## src/rtl/rldr_pkg.sv

```systemverilog
// shared types, constants and helpers for the radial lens distortion remap
package rldr_pkg;

    localparam int MAX_DIM    = 16384;
    localparam int DIV_STEPS  = 29;
    localparam int SQRT_STEPS = 31;
    localparam int SQRT_TOP   = 60;
    // div entry, div steps, uv/au/sq/sum, sqrt steps, nine arithmetic stages
    localparam int PIPE_DEPTH = 1 + DIV_STEPS + 4 + SQRT_STEPS + 9;
    localparam int Q_DEPTH    = 4;
    localparam int Q_AW       = 2;

    localparam logic [2:0] REG_QUAD   = 3'd0;
    localparam logic [2:0] REG_CUBIC  = 3'd1;
    localparam logic [2:0] REG_ASPECT = 3'd2;
    localparam logic [2:0] REG_FW     = 3'd3;
    localparam logic [2:0] REG_FH     = 3'd4;
    localparam logic [2:0] REG_PW     = 3'd5;
    localparam logic [2:0] REG_PH     = 3'd6;

    typedef struct packed {
        logic [31:0] quad;
        logic [31:0] cubic;
        logic [18:0] aspect;
        logic [14:0] fw;
        logic [14:0] fh;
        logic [13:0] pw;
        logic [13:0] ph;
    } cfg_t;

    typedef struct packed {
        logic [13:0] px;
        logic [13:0] py;
        logic        ovx;
        logic        ovy;
    } item_t;

    typedef struct packed {
        logic full;
        logic empty;
    } q_stat_t;

    function automatic logic [14:0] dim_clamp(input logic [14:0] d);
        logic [14:0] r;
        r = d;
        if (d == 15'd0) begin
            r = 15'd1;
        end else if (d > 15'(MAX_DIM)) begin
            r = 15'(MAX_DIM);
        end
        return r;
    endfunction

endpackage

```

## src/rtl/rldr_front.sv

```systemverilog
// input stage: takes pixel items and flags coordinates far outside the frame
module rldr_front import rldr_pkg::*; (
    input  logic        aclk,
    input  logic        aresetn,
    input  logic        s_tvalid,
    output logic        s_tready,
    input  logic [31:0] s_tdata,   // pixel_x [13:0], pixel_y [27:14]
    input  cfg_t        cfg,
    input  q_stat_t     q_stat,
    output logic        push,
    output item_t       push_item
);

    logic        hold_vld_reg, hold_vld_next;
    item_t       hold_item_reg, hold_item_next;
    logic [14:0] w, h;
    logic        take;

    assign w = dim_clamp(cfg.fw);
    assign h = dim_clamp(cfg.fh);

    assign push     = hold_vld_reg && !q_stat.full;
    assign s_tready = !hold_vld_reg || !q_stat.full;
    assign take     = s_tvalid && s_tready;
    assign push_item = hold_item_reg;

    always_comb begin
        hold_vld_next  = hold_vld_reg;
        hold_item_next = hold_item_reg;
        if (push) begin
            hold_vld_next = 1'b0;
        end
        if (take) begin
            hold_vld_next      = 1'b1;
            hold_item_next.px  = s_tdata[13:0];
            hold_item_next.py  = s_tdata[27:14];
            // quotient would reach 2^29: centred value saturates anyway
            hold_item_next.ovx = {5'b0, s_tdata[13:4]} >= w;
            hold_item_next.ovy = {5'b0, s_tdata[27:18]} >= h;
        end
    end

    always_ff @(posedge aclk) begin
        if (!aresetn) begin
            hold_vld_reg <= 1'b0;
        end else begin
            hold_vld_reg <= hold_vld_next;
        end
        hold_item_reg <= hold_item_next;
    end

endmodule

```

## config.mk

```make
export PLATFORM = sky130hd
export DESIGN_NAME = rldr_front
export DESIGN_NICKNAME = d
export VERILOG_FILES = /design/src/rtl/rldr_pkg.sv /design/src/rtl/rldr_front.sv
export SDC_FILE = /design/constraint.sdc
export NUM_CORES = 1
export LEC_CHECK = 0
export BUFFER_PORTS_ARGS = -buffer_cell sky130_fd_sc_hd__buf_4
export CAP_MARGIN = 25
export CORE_MARGIN = 10
export CORE_UTILIZATION = 33
export CTS_CLUSTER_DIAMETER = 120
export DETAILED_ROUTE_END_ITERATION = 6
export PLACE_DENSITY = 0.95
export SETUP_SLACK_MARGIN = 0.15
export SYNTH_ARGS = -nofsm -noshare
export SYNTH_HDL_FRONTEND = slang
export SYNTH_SLANG_ARGS = --single-unit
```

## constraint.sdc

```tcl
create_clock -name aclk -period 3.1 [get_ports aclk]
set_input_delay 0.31 -clock aclk [delete_from_list [all_inputs] [get_ports aclk]]
set_output_delay 0.31 -clock aclk [all_outputs]
set_load 0.005 [all_outputs]
```

# After elaboration in Yosys (flattened, before gate mapping)
# Cells that the tools add are included.
totals:
  regBits: 31
  in_bits: 178
  output_inout_bits: 32
  word_cells: 23
op_classes:
  muxes: 6
  reduce_logical: 8
  n_lt_le_gt_ge: 4
ops:
  columns: ["op", "n"]
  rows:
  - ["two-way mux 15 bit", 4]
  - [">= comparator 10 x 15 -> 1 bit", 2]
  - ["> comparator 15 bit (second input constant)", 2]
  - ["logical NOT 15 bit", 2]
  - ["logical AND 1 bit", 2]
  - ["logical NOT 1 bit", 2]
  - ["two-way mux 1 bit", 2]
  - ["nonzero test 2 bit", 1]
  - ["logical OR 1 bit", 1]

# Depth between registers and ports, before layout
logic_depth:
  ltp_word: 4
  mapped_depth: 9
  mapped_depth_nobuf: 9

# Worst setup path after synthesis
# OpenSTA, ideal clock, no wires.
synth_path:
  path_kind: "input -> register"
  start: "input cfg[38] (netlist name)"
  end: "register hold_item_reg (netlist bit push_item[0]) (data pin)"
  t_arrival_ns: 1.650
  setup_ns: 0.260
  required_time_ns: 2.840
  slack_ns: 1.190
  n_path_buf: 0
  stages: 8
  path_cell_list: "nor4_2 > nand4_1 > a21oi_1 > ha_1 > nand2b_1 > a211oi_1 > o311a_1 > o21ai_1"
synth_between:
  elab_chain_len: 4
  elab_cells_between_ends: 5
  cone_classes: "order compare: 2; mux: 2; reduce/logical: 1"
synth_rtl:
  columns: ["element", "line", "source"]
  rows:
  - ["start: declaration", "rldr_front.sv:8", "input cfg_t cfg,"]
  - ["> comparator 15 bit", "rldr_pkg.sv:48", "end else if (d > 15'(MAX_DIM)) begin"]
  - ["two-way mux 15 bit", "rldr_pkg.sv:48", null]
  - ["two-way mux 15 bit (*)", "rldr_pkg.sv:46", "if (d == 15'd0) begin"]
  - [">= comparator 10 x 15 -> 1 bit (*)", "rldr_front.sv:39", "hold_item_next.ovy = {5'b0, s_tdata[27:18]} >= h;"]
  - ["end signal: assignment", "rldr_front.sv:49", "hold_item_reg <= hold_item_next;"]
  - ["end: declaration", "rldr_front.sv:15", "item_t hold_item_reg, hold_item_next;"]
# Mark *: on every way between the ends. The rest lies on a longest branch, timed or not.
# A chain may end at the register's enable or synchronous reset.

# Final worst setup path
layout_path:
  start: "input cfg[43] (netlist name)"
  end: "register hold_item_reg (netlist bit push_item[1]) (data pin)"
layout_between:
  elab_chain_len: 4
  elab_cells_between_ends: 5
  cone_classes: "order compare: 2; mux: 2; reduce/logical: 1"
layout_rtl:
  columns: ["element", "line", "source"]
  rows:
  - ["> comparator 15 bit", "rldr_pkg.sv:48", null]
  - ["two-way mux 15 bit", "rldr_pkg.sv:48", null]
  - ["two-way mux 15 bit (*)", "rldr_pkg.sv:46", null]
  - [">= comparator 10 x 15 -> 1 bit (*)", "rldr_front.sv:38", "hold_item_next.ovx = {5'b0, s_tdata[13:4]} >= w;"]
# Marks and branches as above.

==> out/qor.yml <==
start_kind: "input port"
cts_tree: "built"
nFillCells: 400
final-setup-viol-count: 0
root_buffer: "clkbuf_8"
tightest_slew_ps: 395.1
largest_reg_flops: 30
synthFlopType: "edfxtp_1"
cap_violations: 0
skew_ps: 1.689
final-hold-violation-count: 0
antenna_cells: 0
irDropWorstVdd_mv: 0.1640
die_h_um: 88.74
yosys_warnings: 0
critPathArrivalTime_ps: 2060
coreArea_um2: 4474
post_synth_num_cell_types: 25
area_growth_pct: 54.65
overflow: 0
cpMaxStageDelayCell: "nor4_1"
cts_hold_buf: 0
slew_violations: 0
cts_resized: 0
crit_family: "simple AND/OR/NAND/NOR gates"
yosys.area.top_type: "edfxtp_1"
hp-class: "in2reg"
clock_path_buffers: 2
critPathRequiredTime_ps: 3210
grt_pass1_vias: 1404
cts.sinks: 31
slowest_delay_ps: 330
clk_latency_ps: 270
powerDensity_nw_per_um2: 405.7
drive_gt1_share_pct: 45.78
leakagePower_nw: 1.084
clk_pin_slew_ps: 60
pre_cts_ws_ps: 889.1
async_reset_ff_share_pct: 0
synth.most_common_cell: "edfxtp_1"
dpl.hpwl_um: 4100
worst_slack_ps: 1151
vias_per_cell: 4.906
cts_setup_buffers: 0
seq_area_frac_synth_pct: 59.07
die_x_um: 88.74
io_pins: 210
crit_top_cell: "nand2_1"
fmax_mhz: 513.0
grt_max_degree: 31
num_vias: 1359
worstSetupPathType: "in2reg"
gp_congestion: 0.7392
grt.total_usage_pct: 11.40
fin_crit_sh_pct: 62.89
path_buf_inv: 1
cp_max_fo: 2
drtAntennaViolNets: 0
synth_area_leaders: "edfxtp_1 58%, ha_1 16%, nand2_1 4.3%"
synth_nets: 321
dr.pass1.iters: 4
drt_wl_total_um: 4743
antenna_found_initial: 0
htreeDepth: 2
synth_edf_count: 30
numCtsBuffers: 5
ff_latch_area_um2: 920.9
synth_common_cells: "30 x edfxtp_1, 20 x ha_1, 18 x nand2_1"
num_rows: 24
drt_iter0_drc: 30
slew_headroom_pct: 73.66
synth_area_um2: 1559
routedWlPerCell_um: 17.12
fin_crit_ps: 1949
drc: 0
rsz0062_at_grt: "no"
port_buffers: 93
fin_nets: 422
ys_ff_latch: 31
synth_top_area_share_pct: 57.78
multi_input_comb_area_um2: 619.3
fin_setup_tns_ps: 0
cp-end-kind: "flop"
hold_ws_ps: 211.5
grt_pass1_wl_um: 6824
initial_utilization_pct: 34.84
crit_chain: "buf_4 -> nor4_1 -> nand4_1 -> xnor2_1 -> nand2_1 -> ha_1 -> nand2_1 -> o21ai_0 -> nand3_1 -> a31oi_1"
syn_area_per_cell_um2: 12.67
status: "complete, no violations"
die_area_um2: 7874
netlist_instances: 123
[layer usage]
| layer | up-vias | track usage, % | share of wire (%) |
|---|---|---|---|
| met4 | 0 | 4.699 | 1.3 |
| met2 | 82 | 16.89 | 42 |
| met1 | 602 | 12.35 | 39 |
| met5 | - | 0 | 0 |
| met3 | 6 | 7.996 | 18 |
| li1 | 669 | - | - |
[worst paths after layout]
path	from	endpoint	slack, ps	cells past startpoint
worst max register to register	hold_vld_reg	push_item[25]	1880	3
worst min-delay path	s_tdata[14]	push_item[2]	210	1
worst max-delay path	cfg[43]	push_item[1]	1150	10
worst min register to register	hold_vld_reg	hold_vld_reg	540	2
[area by class of cell]
cell class | count | share of cell area, %
Clock buffer | 7 | 3.166
Inverter | 5 | 0.7784
Timing Repair Buffer | 94 | 29.27
Tap cell | 52 | 2.698
Multi-Input combinational cell | 87 | 25.69
Sequential cell | 31 | 38.19
Clock inverter | 1 | 0.2076
[per-stage QoR]
stage	utilization [%]	total power, mW	instances	instance area [µm²]
2_1_floorplan	-	0.5669	123	1559
3_3_place_gp	52.07	0.6844	269	2330
3_5_place_dp	52.07	0.6932	269	2330
4_1_cts	53.89	0.9930	277	2411
5_1_grt	53.89	1.028	277	2411
6_report	53.89	0.9782	277	2411
[cells by family (layout without fill, tap and decap cells)]
kind of cell    after synthesis  count (layout)  synth area share, %
compound gates               19              19                7.384
xor+xnor                      1               1               0.5619
fa+ha+maj                    20              20                16.05
buf+inv                       5             107                1.203
flops                        31              31                59.07
simple gates                 47              47                15.73
[power by group]
| part | internal (mW) | switching (mW) |
|---|---|---|
| clock network | 0.157 | 0.138 |
| logic | 0.108 | 0.0801 |
| registers | 0.488 | 0.00666 |
| total | 0.753 | 0.225 |
[cell usage in the layout (no fill, tap or decap)]
| master | instances |
|---|---|
| a211oi_1 | 2 |
| a21o_1 | 1 |
| a21oi_1 | 7 |
| a31oi_1 | 1 |
| and2_1 | 1 |
| and2b_1 | 1 |
| buf_4 | 94 |
| clkbuf_1 | 2 |
| clkbuf_8 | 5 |
| clkinv_2 | 1 |
| dfxtp_1 | 1 |
| edfxtp_1 | 30 |
| ha_1 | 20 |
| inv_1 | 4 |
| inv_2 | 1 |
| nand2_1 | 18 |
| nand2b_1 | 6 |
| nand3_1 | 2 |
| nand4_1 | 4 |
| nor2_1 | 6 |
| nor2b_1 | 3 |
| nor4_1 | 4 |
| nor4_2 | 2 |
| o2111ai_1 | 1 |
| o211ai_1 | 1 |
| o21ai_0 | 4 |
| o21ai_1 | 1 |
| o311a_1 | 1 |
| xnor2_1 | 1 |
(Power assumes the default switching activity.)
