## config.mk

```make
export PLATFORM = sky130hd
export DESIGN_NAME = rldr_queue
export DESIGN_NICKNAME = d
export VERILOG_FILES = /design/src/rtl/rldr_pkg.sv /design/src/rtl/rldr_queue.sv
export SDC_FILE = /design/constraint.sdc
export NUM_CORES = 1
export LEC_CHECK = 0
export ABC_AREA = 1
export BUFFER_PORTS_ARGS = -buffer_cell sky130_fd_sc_hd__buf_2
export CAP_MARGIN = 20
export CORE_AREA = 2 2 122 124
export CTS_BUF_LIST = sky130_fd_sc_hd__clkbuf_8
export DETAILED_ROUTE_END_ITERATION = 16
export DIE_AREA = 0 0 124 126
export PLACE_DENSITY = 0.57
export SLEW_MARGIN = 20
export SYNTH_ARGS = -nofsm -noshare
export SYNTH_HDL_FRONTEND = slang
export SYNTH_SLANG_ARGS = --single-unit
```

## constraint.sdc

```tcl
create_clock -name aclk -period 2.2 [get_ports aclk]
set_input_delay 0.22 -clock aclk [delete_from_list [all_inputs] [get_ports aclk]]
set_output_delay 0.22 -clock aclk [all_outputs]
set_load 0.005 [all_outputs]
```

## src/rtl/rldr_pkg.sv

```systemverilog
// shared types, constants and helpers for the radial lens distortion remap
package rldr_pkg;

    localparam int MAX_DIM    = 16384;
    localparam int DIV_STEPS  = 29;
    localparam int SQRT_STEPS = 31;
    localparam int SQRT_TOP   = 60;
    // div entry, div steps, uv/au/sq/sum, sqrt steps, nine arithmetic stages
    localparam int PIPE_DEPTH = 1 + DIV_STEPS + 4 + SQRT_STEPS + 9;
    localparam int Q_DEPTH    = 4;
    localparam int Q_AW       = 2;

    localparam logic [2:0] REG_QUAD   = 3'd0;
    localparam logic [2:0] REG_CUBIC  = 3'd1;
    localparam logic [2:0] REG_ASPECT = 3'd2;
    localparam logic [2:0] REG_FW     = 3'd3;
    localparam logic [2:0] REG_FH     = 3'd4;
    localparam logic [2:0] REG_PW     = 3'd5;
    localparam logic [2:0] REG_PH     = 3'd6;

    typedef struct packed {
        logic [31:0] quad;
        logic [31:0] cubic;
        logic [18:0] aspect;
        logic [14:0] fw;
        logic [14:0] fh;
        logic [13:0] pw;
        logic [13:0] ph;
    } cfg_t;

    typedef struct packed {
        logic [13:0] px;
        logic [13:0] py;
        logic        ovx;
        logic        ovy;
    } item_t;

    typedef struct packed {
        logic full;
        logic empty;
    } q_stat_t;

    function automatic logic [14:0] dim_clamp(input logic [14:0] d);
        logic [14:0] r;
        r = d;
        if (d == 15'd0) begin
            r = 15'd1;
        end else if (d > 15'(MAX_DIM)) begin
            r = 15'(MAX_DIM);
        end
        return r;
    endfunction

endpackage

```

## src/rtl/rldr_queue.sv

```systemverilog
// short queue between the front stage and the arithmetic pipeline
module rldr_queue import rldr_pkg::*; (
    input  logic    aclk,
    input  logic    aresetn,
    input  logic    push,
    input  item_t   push_item,
    input  logic    pop,
    output item_t   pop_item,
    output q_stat_t q_stat
);

    item_t           mem [0:Q_DEPTH-1];
    logic [Q_AW-1:0] wr_ptr_reg, wr_ptr_next;
    logic [Q_AW-1:0] rd_ptr_reg, rd_ptr_next;
    logic [Q_AW:0]   cnt_reg, cnt_next;

    assign q_stat.full  = cnt_reg == (Q_AW+1)'(Q_DEPTH);
    assign q_stat.empty = cnt_reg == '0;
    assign pop_item     = mem[rd_ptr_reg];

    always_comb begin
        wr_ptr_next = push ? wr_ptr_reg + 1'b1 : wr_ptr_reg;
        rd_ptr_next = pop ? rd_ptr_reg + 1'b1 : rd_ptr_reg;
        cnt_next    = cnt_reg;
        if (push && !pop) begin
            cnt_next = cnt_reg + 1'b1;
        end else if (pop && !push) begin
            cnt_next = cnt_reg - 1'b1;
        end
    end

    always_ff @(posedge aclk) begin
        if (!aresetn) begin
            wr_ptr_reg <= '0;
            rd_ptr_reg <= '0;
            cnt_reg    <= '0;
        end else begin
            wr_ptr_reg <= wr_ptr_next;
            rd_ptr_reg <= rd_ptr_next;
            cnt_reg    <= cnt_next;
        end
    end

    always_ff @(posedge aclk) begin
        if (push) begin
            mem[wr_ptr_reg] <= push_item;
        end
    end

endmodule

```

---- Yosys cells after proc, flatten, opt, wreduce, memory -nomap -nowiden ----
Memories as Yosys holds them, arrays and structs flattened. A register that Yosys moved wholly into a read port is not among the register bits.
Index checks and enable logic that the tools add are counted.
storage, ports and cells
  bits in registers ....................... 7
  memory bits (writable) .................. 120
  input bits .............................. 34
  output and inout port bits .............. 32
  memories kept ........................... 1
memories
  name  depth  bits a word  read ports  clocked after Yosys merged registers in  write ports  line              text
  mem   4      30           1           1                                        1            rldr_queue.sv:12  item_t mem [0:Q_DEPTH-1];
cells by class
  add/sub/neg operators ................... 4
  equal/unequal tests ..................... 1
  mux-type cells .......................... 6
  reduce and logical (&&, ||, !) cells .... 6
operators by type and width
  cell                 count
  $mux 3               2
  $add 2x1->2 const B  2
  $mux 2               2
  $add 3x1->3 const B  1
  $eq 3x3->1 const B   1
  $logic_not 3->1      1
  $sub 3x1->3 const B  1
  $logic_and 1x1->1    2
  $logic_not 1->1      2
  $mux 1               2
  $reduce_bool 2->1    1

---- Logic depth before layout (Yosys ltp) ----
Gate-level depths: netlist of the first run.
  depth after elaboration ................. 4
  gate-level depth with buffers ........... 10
  depth with buffers taken out ............ 10

---- Least setup slack after synthesis of the first run ----
OpenSTA, ideal clock, no wires.
  path kind ............................... register to register
  from .................................... reg wr_ptr_reg[0]
  to ...................................... mem mem[2][0] (netlist bit), enable pin
  arrival time ............................ 1.184 ns
  path slack .............................. 0.631 ns
  cell stages (with the launch flop) ...... 5
  path through ............................ dfxtp_1 inv_1 ha_1 nand2_1 inv_1
RTL lines
  element                 line              text
  from (decl)             rldr_queue.sv:13  logic [Q_AW-1:0] wr_ptr_reg, wr_ptr_next;
  from (signal assigned)  rldr_queue.sv:38  wr_ptr_reg <= wr_ptr_next;
  to (decl)               rldr_queue.sv:12
Straight into the memory's write port.

==> results of run 1 <==
[synthesized netlist by cell type (all sizes together)]
master    n  area share, %
buf      19            3.3
nand4     1           0.13
nor3      2           0.20
fa        1           0.41
edfxtp  120             73
ha        5            1.3
nor2     65            4.9
nand3     1           0.10
nand2     9           0.68
o22ai    30            3.8
inv      17            1.4
dfxtp     9            3.6
o21ai    66            6.7
a21oi     4           0.41
[worst max-delay path: stages (launching register included)]
cell     delay [ns]
dfxtp_2        0.53
buf_4          0.31
o21ai_0        0.12
o22ai_1        0.20
buf_2          0.15
[how the worst max path moves through the flow]
stage               cells after the start                  startpoint             endpoint  slack, ns
floorplan                               4  wr_ptr_reg[0]$_SDFFE_PN0P_  mem[2][0]$_DFFE_PP_       0.63
global placement                        4                    register         pop_item[20]       0.62
detailed placement                      4                    register         pop_item[20]       0.59
CTS                                     4                    register         pop_item[20]       0.09
global route                            4                    register          pop_item[9]       0.09
finish                                  4                    register         pop_item[10]       0.23
[logic make-up after synthesis]
family	share of synthesized area (%)
AND/OR/NAND/NOR	6.05
buffers and inverters	4.79
adder cells (fa/ha/maj)	1.67
flip-flops	76.6
AO/OA/AOI/OAI	10.9
[area by class of cell]
cell class              count  area share [%]
multi-input cells         184            15.1
inverters                  17            1.17
repair buffers            109            12.3
clock buffers              17            3.84
clock inverters            15            1.68
well taps                 184            3.78
flip-flops and latches    129            62.2
[timing repair]
| action | 4_1_cts | 5_1_grt |
|---|---|---|
| hold endpoints to repair | 120 | 0 |
| setup endpoints to repair | 0 | 1 |
| hold buffers | 30 | 0 |
| resized for setup | 0 | 1 |
[power by group]
part	switching (mW)	internal (mW)
registers	0.0374	2.80
logic	0.302	0.214
clock network	0.859	0.855
[per-layer routing]
layer / vias up / part of all wire (%)
met1: 1491 / 44
met4: 0 / 1.4
li1: 1506 / -
met5: - / 0
met3: 14 / 5.1
met2: 59 / 50
==> impl_metrics.ini, run 1 <==
[sta]
max_slew_margin_pct = 70.4
hold_violations = 0
setup_tns_ns = 0
fmax_ghz = 0.507
final_max_slew_viol_count = 0
fin_crit_ns = 1.97
post-route-period-util_pct = 89.7
clock_skew_ns = 0.00609
setup_slack_ns = 0.227
setup_viol = 0
fin_hold_ws_ns = 0.0808
worst_slew_pin_slew_ns = 0.443
rsz0062_at_grt = no

[place]
post-place-ws_ns = 0.586
dpl-instance-area_sq_um = 5450
portBuffers = 65
dp_hpwl_um = 6170
gp_congestion = 0.676
dp_cells = 593

[final_layout]
final_cell_mix = edfxtp_1, nor2_1, buf_2
final_util_pct = 42.5
regArea_sq_um = 3780
finalNonFillerCells = 655
nets = 498
fill_cells = 1322
mostFrequentLayoutCell = edfxtp_1
drive_above_1_share_pct = 22.7
multiInputGateArea_sq_um = 920
fin_area_sq_um = 6090
area_growth_pct = 23.3
largest_register_ffs = 120
antenna_cells = 0

[setup_path]
rrSetupSlack_ns = 0.74
worst_setup_path_start_kind = register
reg2regPathDepth = 4
crit_arrival_ns = 1.75
cp-end-kind = output port
r2r_end = mem[3][16]$_DFFE_PP_
critical_path_required_ns = 1.98
rr_startpoint = wr_ptr_reg[0]$_SDFFE_PN0P_
crit_type = reg2out
path_max_fanout = 21

[floorplan]
floorplan.initialDensity_pct = 34.5
dieArea_sq_um = 15600
rows = 44
die_h_um = 126
chipWidth_um = 124
core_sq_um = 14300
num_io_pins = 66

[synth]
yosysSeqAreaShare_pct = 76.6
ys_warn_count = 0
ys_seq_elements = 129
syn_inst = 349
syn_avg_cell_area_sq_um = 14.2
ys_types = 18
postSynthNetCount = 389
syn_area_sq_um = 4940

[min_path]
hold-path-cell-count = 3
hold_end = cnt_reg[2]$_SDFFE_PN0P_
hold_start = aresetn
hp-class = in2reg

[clock_network]
htree_levels = 4
insertion_delay_ns = 0.43
post_cts_buffers = 0
cts.path.max_buffers = 2
cts_buffers = 17
cts_root_buf = clkbuf_8
cts.sinks = 129
cts_tree = yes
cts.clk_slew.worst_paths_ns = 0.07

[detailed_routing]
via_per_inst = 4.69
drt_iter0_drc = 161
totalWireLength_um = 10200
route.detailed.drc = 0
wl_per_cell_um = 15.6
drtAntennaViolNets = 0
first_pass_iters = 4
vias = 3070

[global_route]
antenna_found_initial = 1
grt_util_met1_pct = 16.8
gr-max-usage-layer = met2
grt_pass1_vias = 3119
grt_pass1_wl_um = 16000
track_usage_pct = 14.0
grt_util_met3_pct = 4.94
grt-ovfl-total = 0
grt_max_degree = 61
globalRouteMet2Util_pct = 23.1

[flow_run]
maxCapViolations = 0

[power_and_ir_drop]
power-per-cell-area_nw_per_um2 = 831
leakage_nw = 2.22
total_power_mw = 5.06
vdd_drop_max_uv = 585

[status]
outcome = complete, no violations
(Power assumes the default switching activity.)
==> run 2, diff against run 1 <==
--- a/config.mk
+++ b/config.mk
@@ -6,13 +6,13 @@
 export NUM_CORES = 1
 export LEC_CHECK = 0
 export ABC_AREA = 1
-export BUFFER_PORTS_ARGS = -buffer_cell sky130_fd_sc_hd__buf_2
 export CAP_MARGIN = 20
-export CORE_AREA = 2 2 122 124
+export CORE_AREA = 2 2 108 110
 export CTS_BUF_LIST = sky130_fd_sc_hd__clkbuf_8
 export DETAILED_ROUTE_END_ITERATION = 16
-export DIE_AREA = 0 0 124 126
-export PLACE_DENSITY = 0.57
+export DIE_AREA = 0 0 110 112
+export DONT_BUFFER_PORTS = 1
+export PLACE_DENSITY = 0.64
 export SLEW_MARGIN = 20
 export SYNTH_ARGS = -nofsm -noshare
 export SYNTH_HDL_FRONTEND = slang
==> impl_metrics.ini, run 2 (synthesis gave the netlist of run 1 again) <==
[final_layout]
largest_register_ffs = 120
antenna_cells = 0
mostFrequentLayoutCell = edfxtp_1
nets = 436
final_cell_mix = edfxtp_1, nor2_1, o21ai_0
drive_above_1_share_pct = 11.0
area_growth_pct = 16.3

[status]
outcome = complete, no violations

[clock_network]
cts.sinks = 129
htree_levels = 4
cts_root_buf = clkbuf_8
cts_buffers = 17
post_cts_resized = 0
cts.path.max_buffers = 2
insertion_delay_ns = 0.42
post_cts_buffers = 0
cts_tree = yes
cts.clk_slew.worst_paths_ns = 0.06

[detailed_routing]
wl_per_cell_um = 17.3
totalWireLength_um = 9520
drt_iter0_drc = 232
via_per_inst = 5.16
vias = 2849
route.detailed.drc = 0
drtAntennaViolNets = 0
first_pass_iters = 4

[min_path]
hold-path-cell-count = 3
hold_start = pop
hp-class = in2reg

[power_and_ir_drop]
vdd_drop_max_uv = 394
clockPowerShare_pct = 35.5
p_sw_mw = 1.22
p_int_mw = 3.82
swShare_pct = 24.2
power_frac_comb_pct = 8.3
leakage_nw = 1.99
pwr-share-seq_pct = 56.2
power-per-cell-area_nw_per_um2 = 877
total_power_mw = 5.04

[sta]
fmax_ghz = 0.527
post-route-period-util_pct = 86.3
max_slew_margin_pct = 70.3
clock_skew_ns = 0.0119
setup_tns_ns = 0
fin_crit_ns = 1.90
setup_viol = 0
rsz0062_at_grt = no
worst_slew_pin_slew_ns = 0.445
final_max_slew_viol_count = 0
hold_violations = 0

[floorplan]
core_sq_um = 11200
num_io_pins = 66
dieArea_sq_um = 12300
die_h_um = 112
chipWidth_um = 110
rows = 39
floorplan.initialDensity_pct = 44.2

[setup_path]
crit_type = reg2out
critical_path_required_ns = 1.98
reg2regPathDepth = 5
path_max_fanout = 20
cp-end-kind = output port
crit_arrival_ns = 1.68
rrSetupSlack_ns = 0.86
worst_setup_path_start_kind = register
r2r_end = mem[0][22]$_DFFE_PP_
rr_startpoint = wr_ptr_reg[0]$_SDFFE_PN0P_

[global_route]
grt_pass1_wl_um = 14800
antenna_found_initial = 0
grt_max_degree = 61
grt-ovfl-total = 0
track_usage_pct = 16.3
grt_pass1_vias = 2841

[flow_run]
maxCapViolations = 0

[place]
dp_hpwl_um = 5570
portBuffers = 0
gp_congestion = 0.733
-- run 2: routing by layer --
layer  vias to the layer above  global-route usage, %  part of all wire, %  routed length, um
met2                        55                   26.3                   49               4630
met1                      1402                   20.2                   45               4310
li1                       1381                      -                    -                  -
met4                         0                   6.33                  1.3                122
met5                         -                      0                    0                  0
met3                        11                   5.27                  4.9                466
-- run 2: repair_timing --
action / in CTS / in global routing
setup endpoints to repair: 0 / 0
hold endpoints to repair: 129 / 0
hold buffers: 33 / 0
-- run 2: area by class of cell --
| class | instances | area [sq um] |
|---|---|---|
| clock inverters | 15 | 120 |
| inverters | 17 | 71.3 |
| flip-flops and latches | 129 | 3780 |
| clock buffers | 17 | 234 |
| fillers | 965 | 5430 |
| multi-input cells | 184 | 920 |
| well taps | 143 | 179 |
| repair buffers | 47 | 435 |
-- run 2: power groups by stage --
stage	Sequential (mW)	Clock [mW]	Combinational, mW
floorplan	2.87	0	0.283
global placement	2.88	0	0.346
detailed placement	2.89	0	0.355
CTS	2.83	1.83	0.427
global route	2.84	1.94	0.470
finish	2.83	1.79	0.417
-- run 2: how the worst max path moves through the flow --
| stage | start | end | slack, ns | cells past startpoint |
|---|---|---|---|---|
| global route | register | pop_item[4] | 0.18 | 4 |
| global placement | register | pop_item[13] | 0.76 | 4 |
| detailed placement | register | pop_item[13] | 0.71 | 4 |
| floorplan | wr_ptr_reg[0]$_SDFFE_PN0P_ | mem[2][0]$_DFFE_PP_ | 0.63 | 4 |
| finish | register | pop_item[4] | 0.30 | 3 |
| CTS | register | pop_item[13] | 0.25 | 4 |
-- run 2: metrics by stage --
step           worst slack [ns]  utilization (%)  cells  hold slack, ns  instance area, sq um
2_1_floorplan             0.631                -    349           0.319                  4940
3_3_place_gp              0.763             45.3    487           0.319                  5060
3_5_place_dp              0.707             45.3    487           0.319                  5060
4_1_cts                   0.252             51.4    552         0.00295                  5740
5_1_grt                   0.178             51.4    552          0.0158                  5740
6_report                  0.301             51.4    552          0.0186                  5740
-- run 2: worst max-delay path: stages (launching register included) --
cell and delay (ns):
dfxtp_2 0.55, buf_4 0.30, o21ai_0 0.12, o22ai_1 0.29
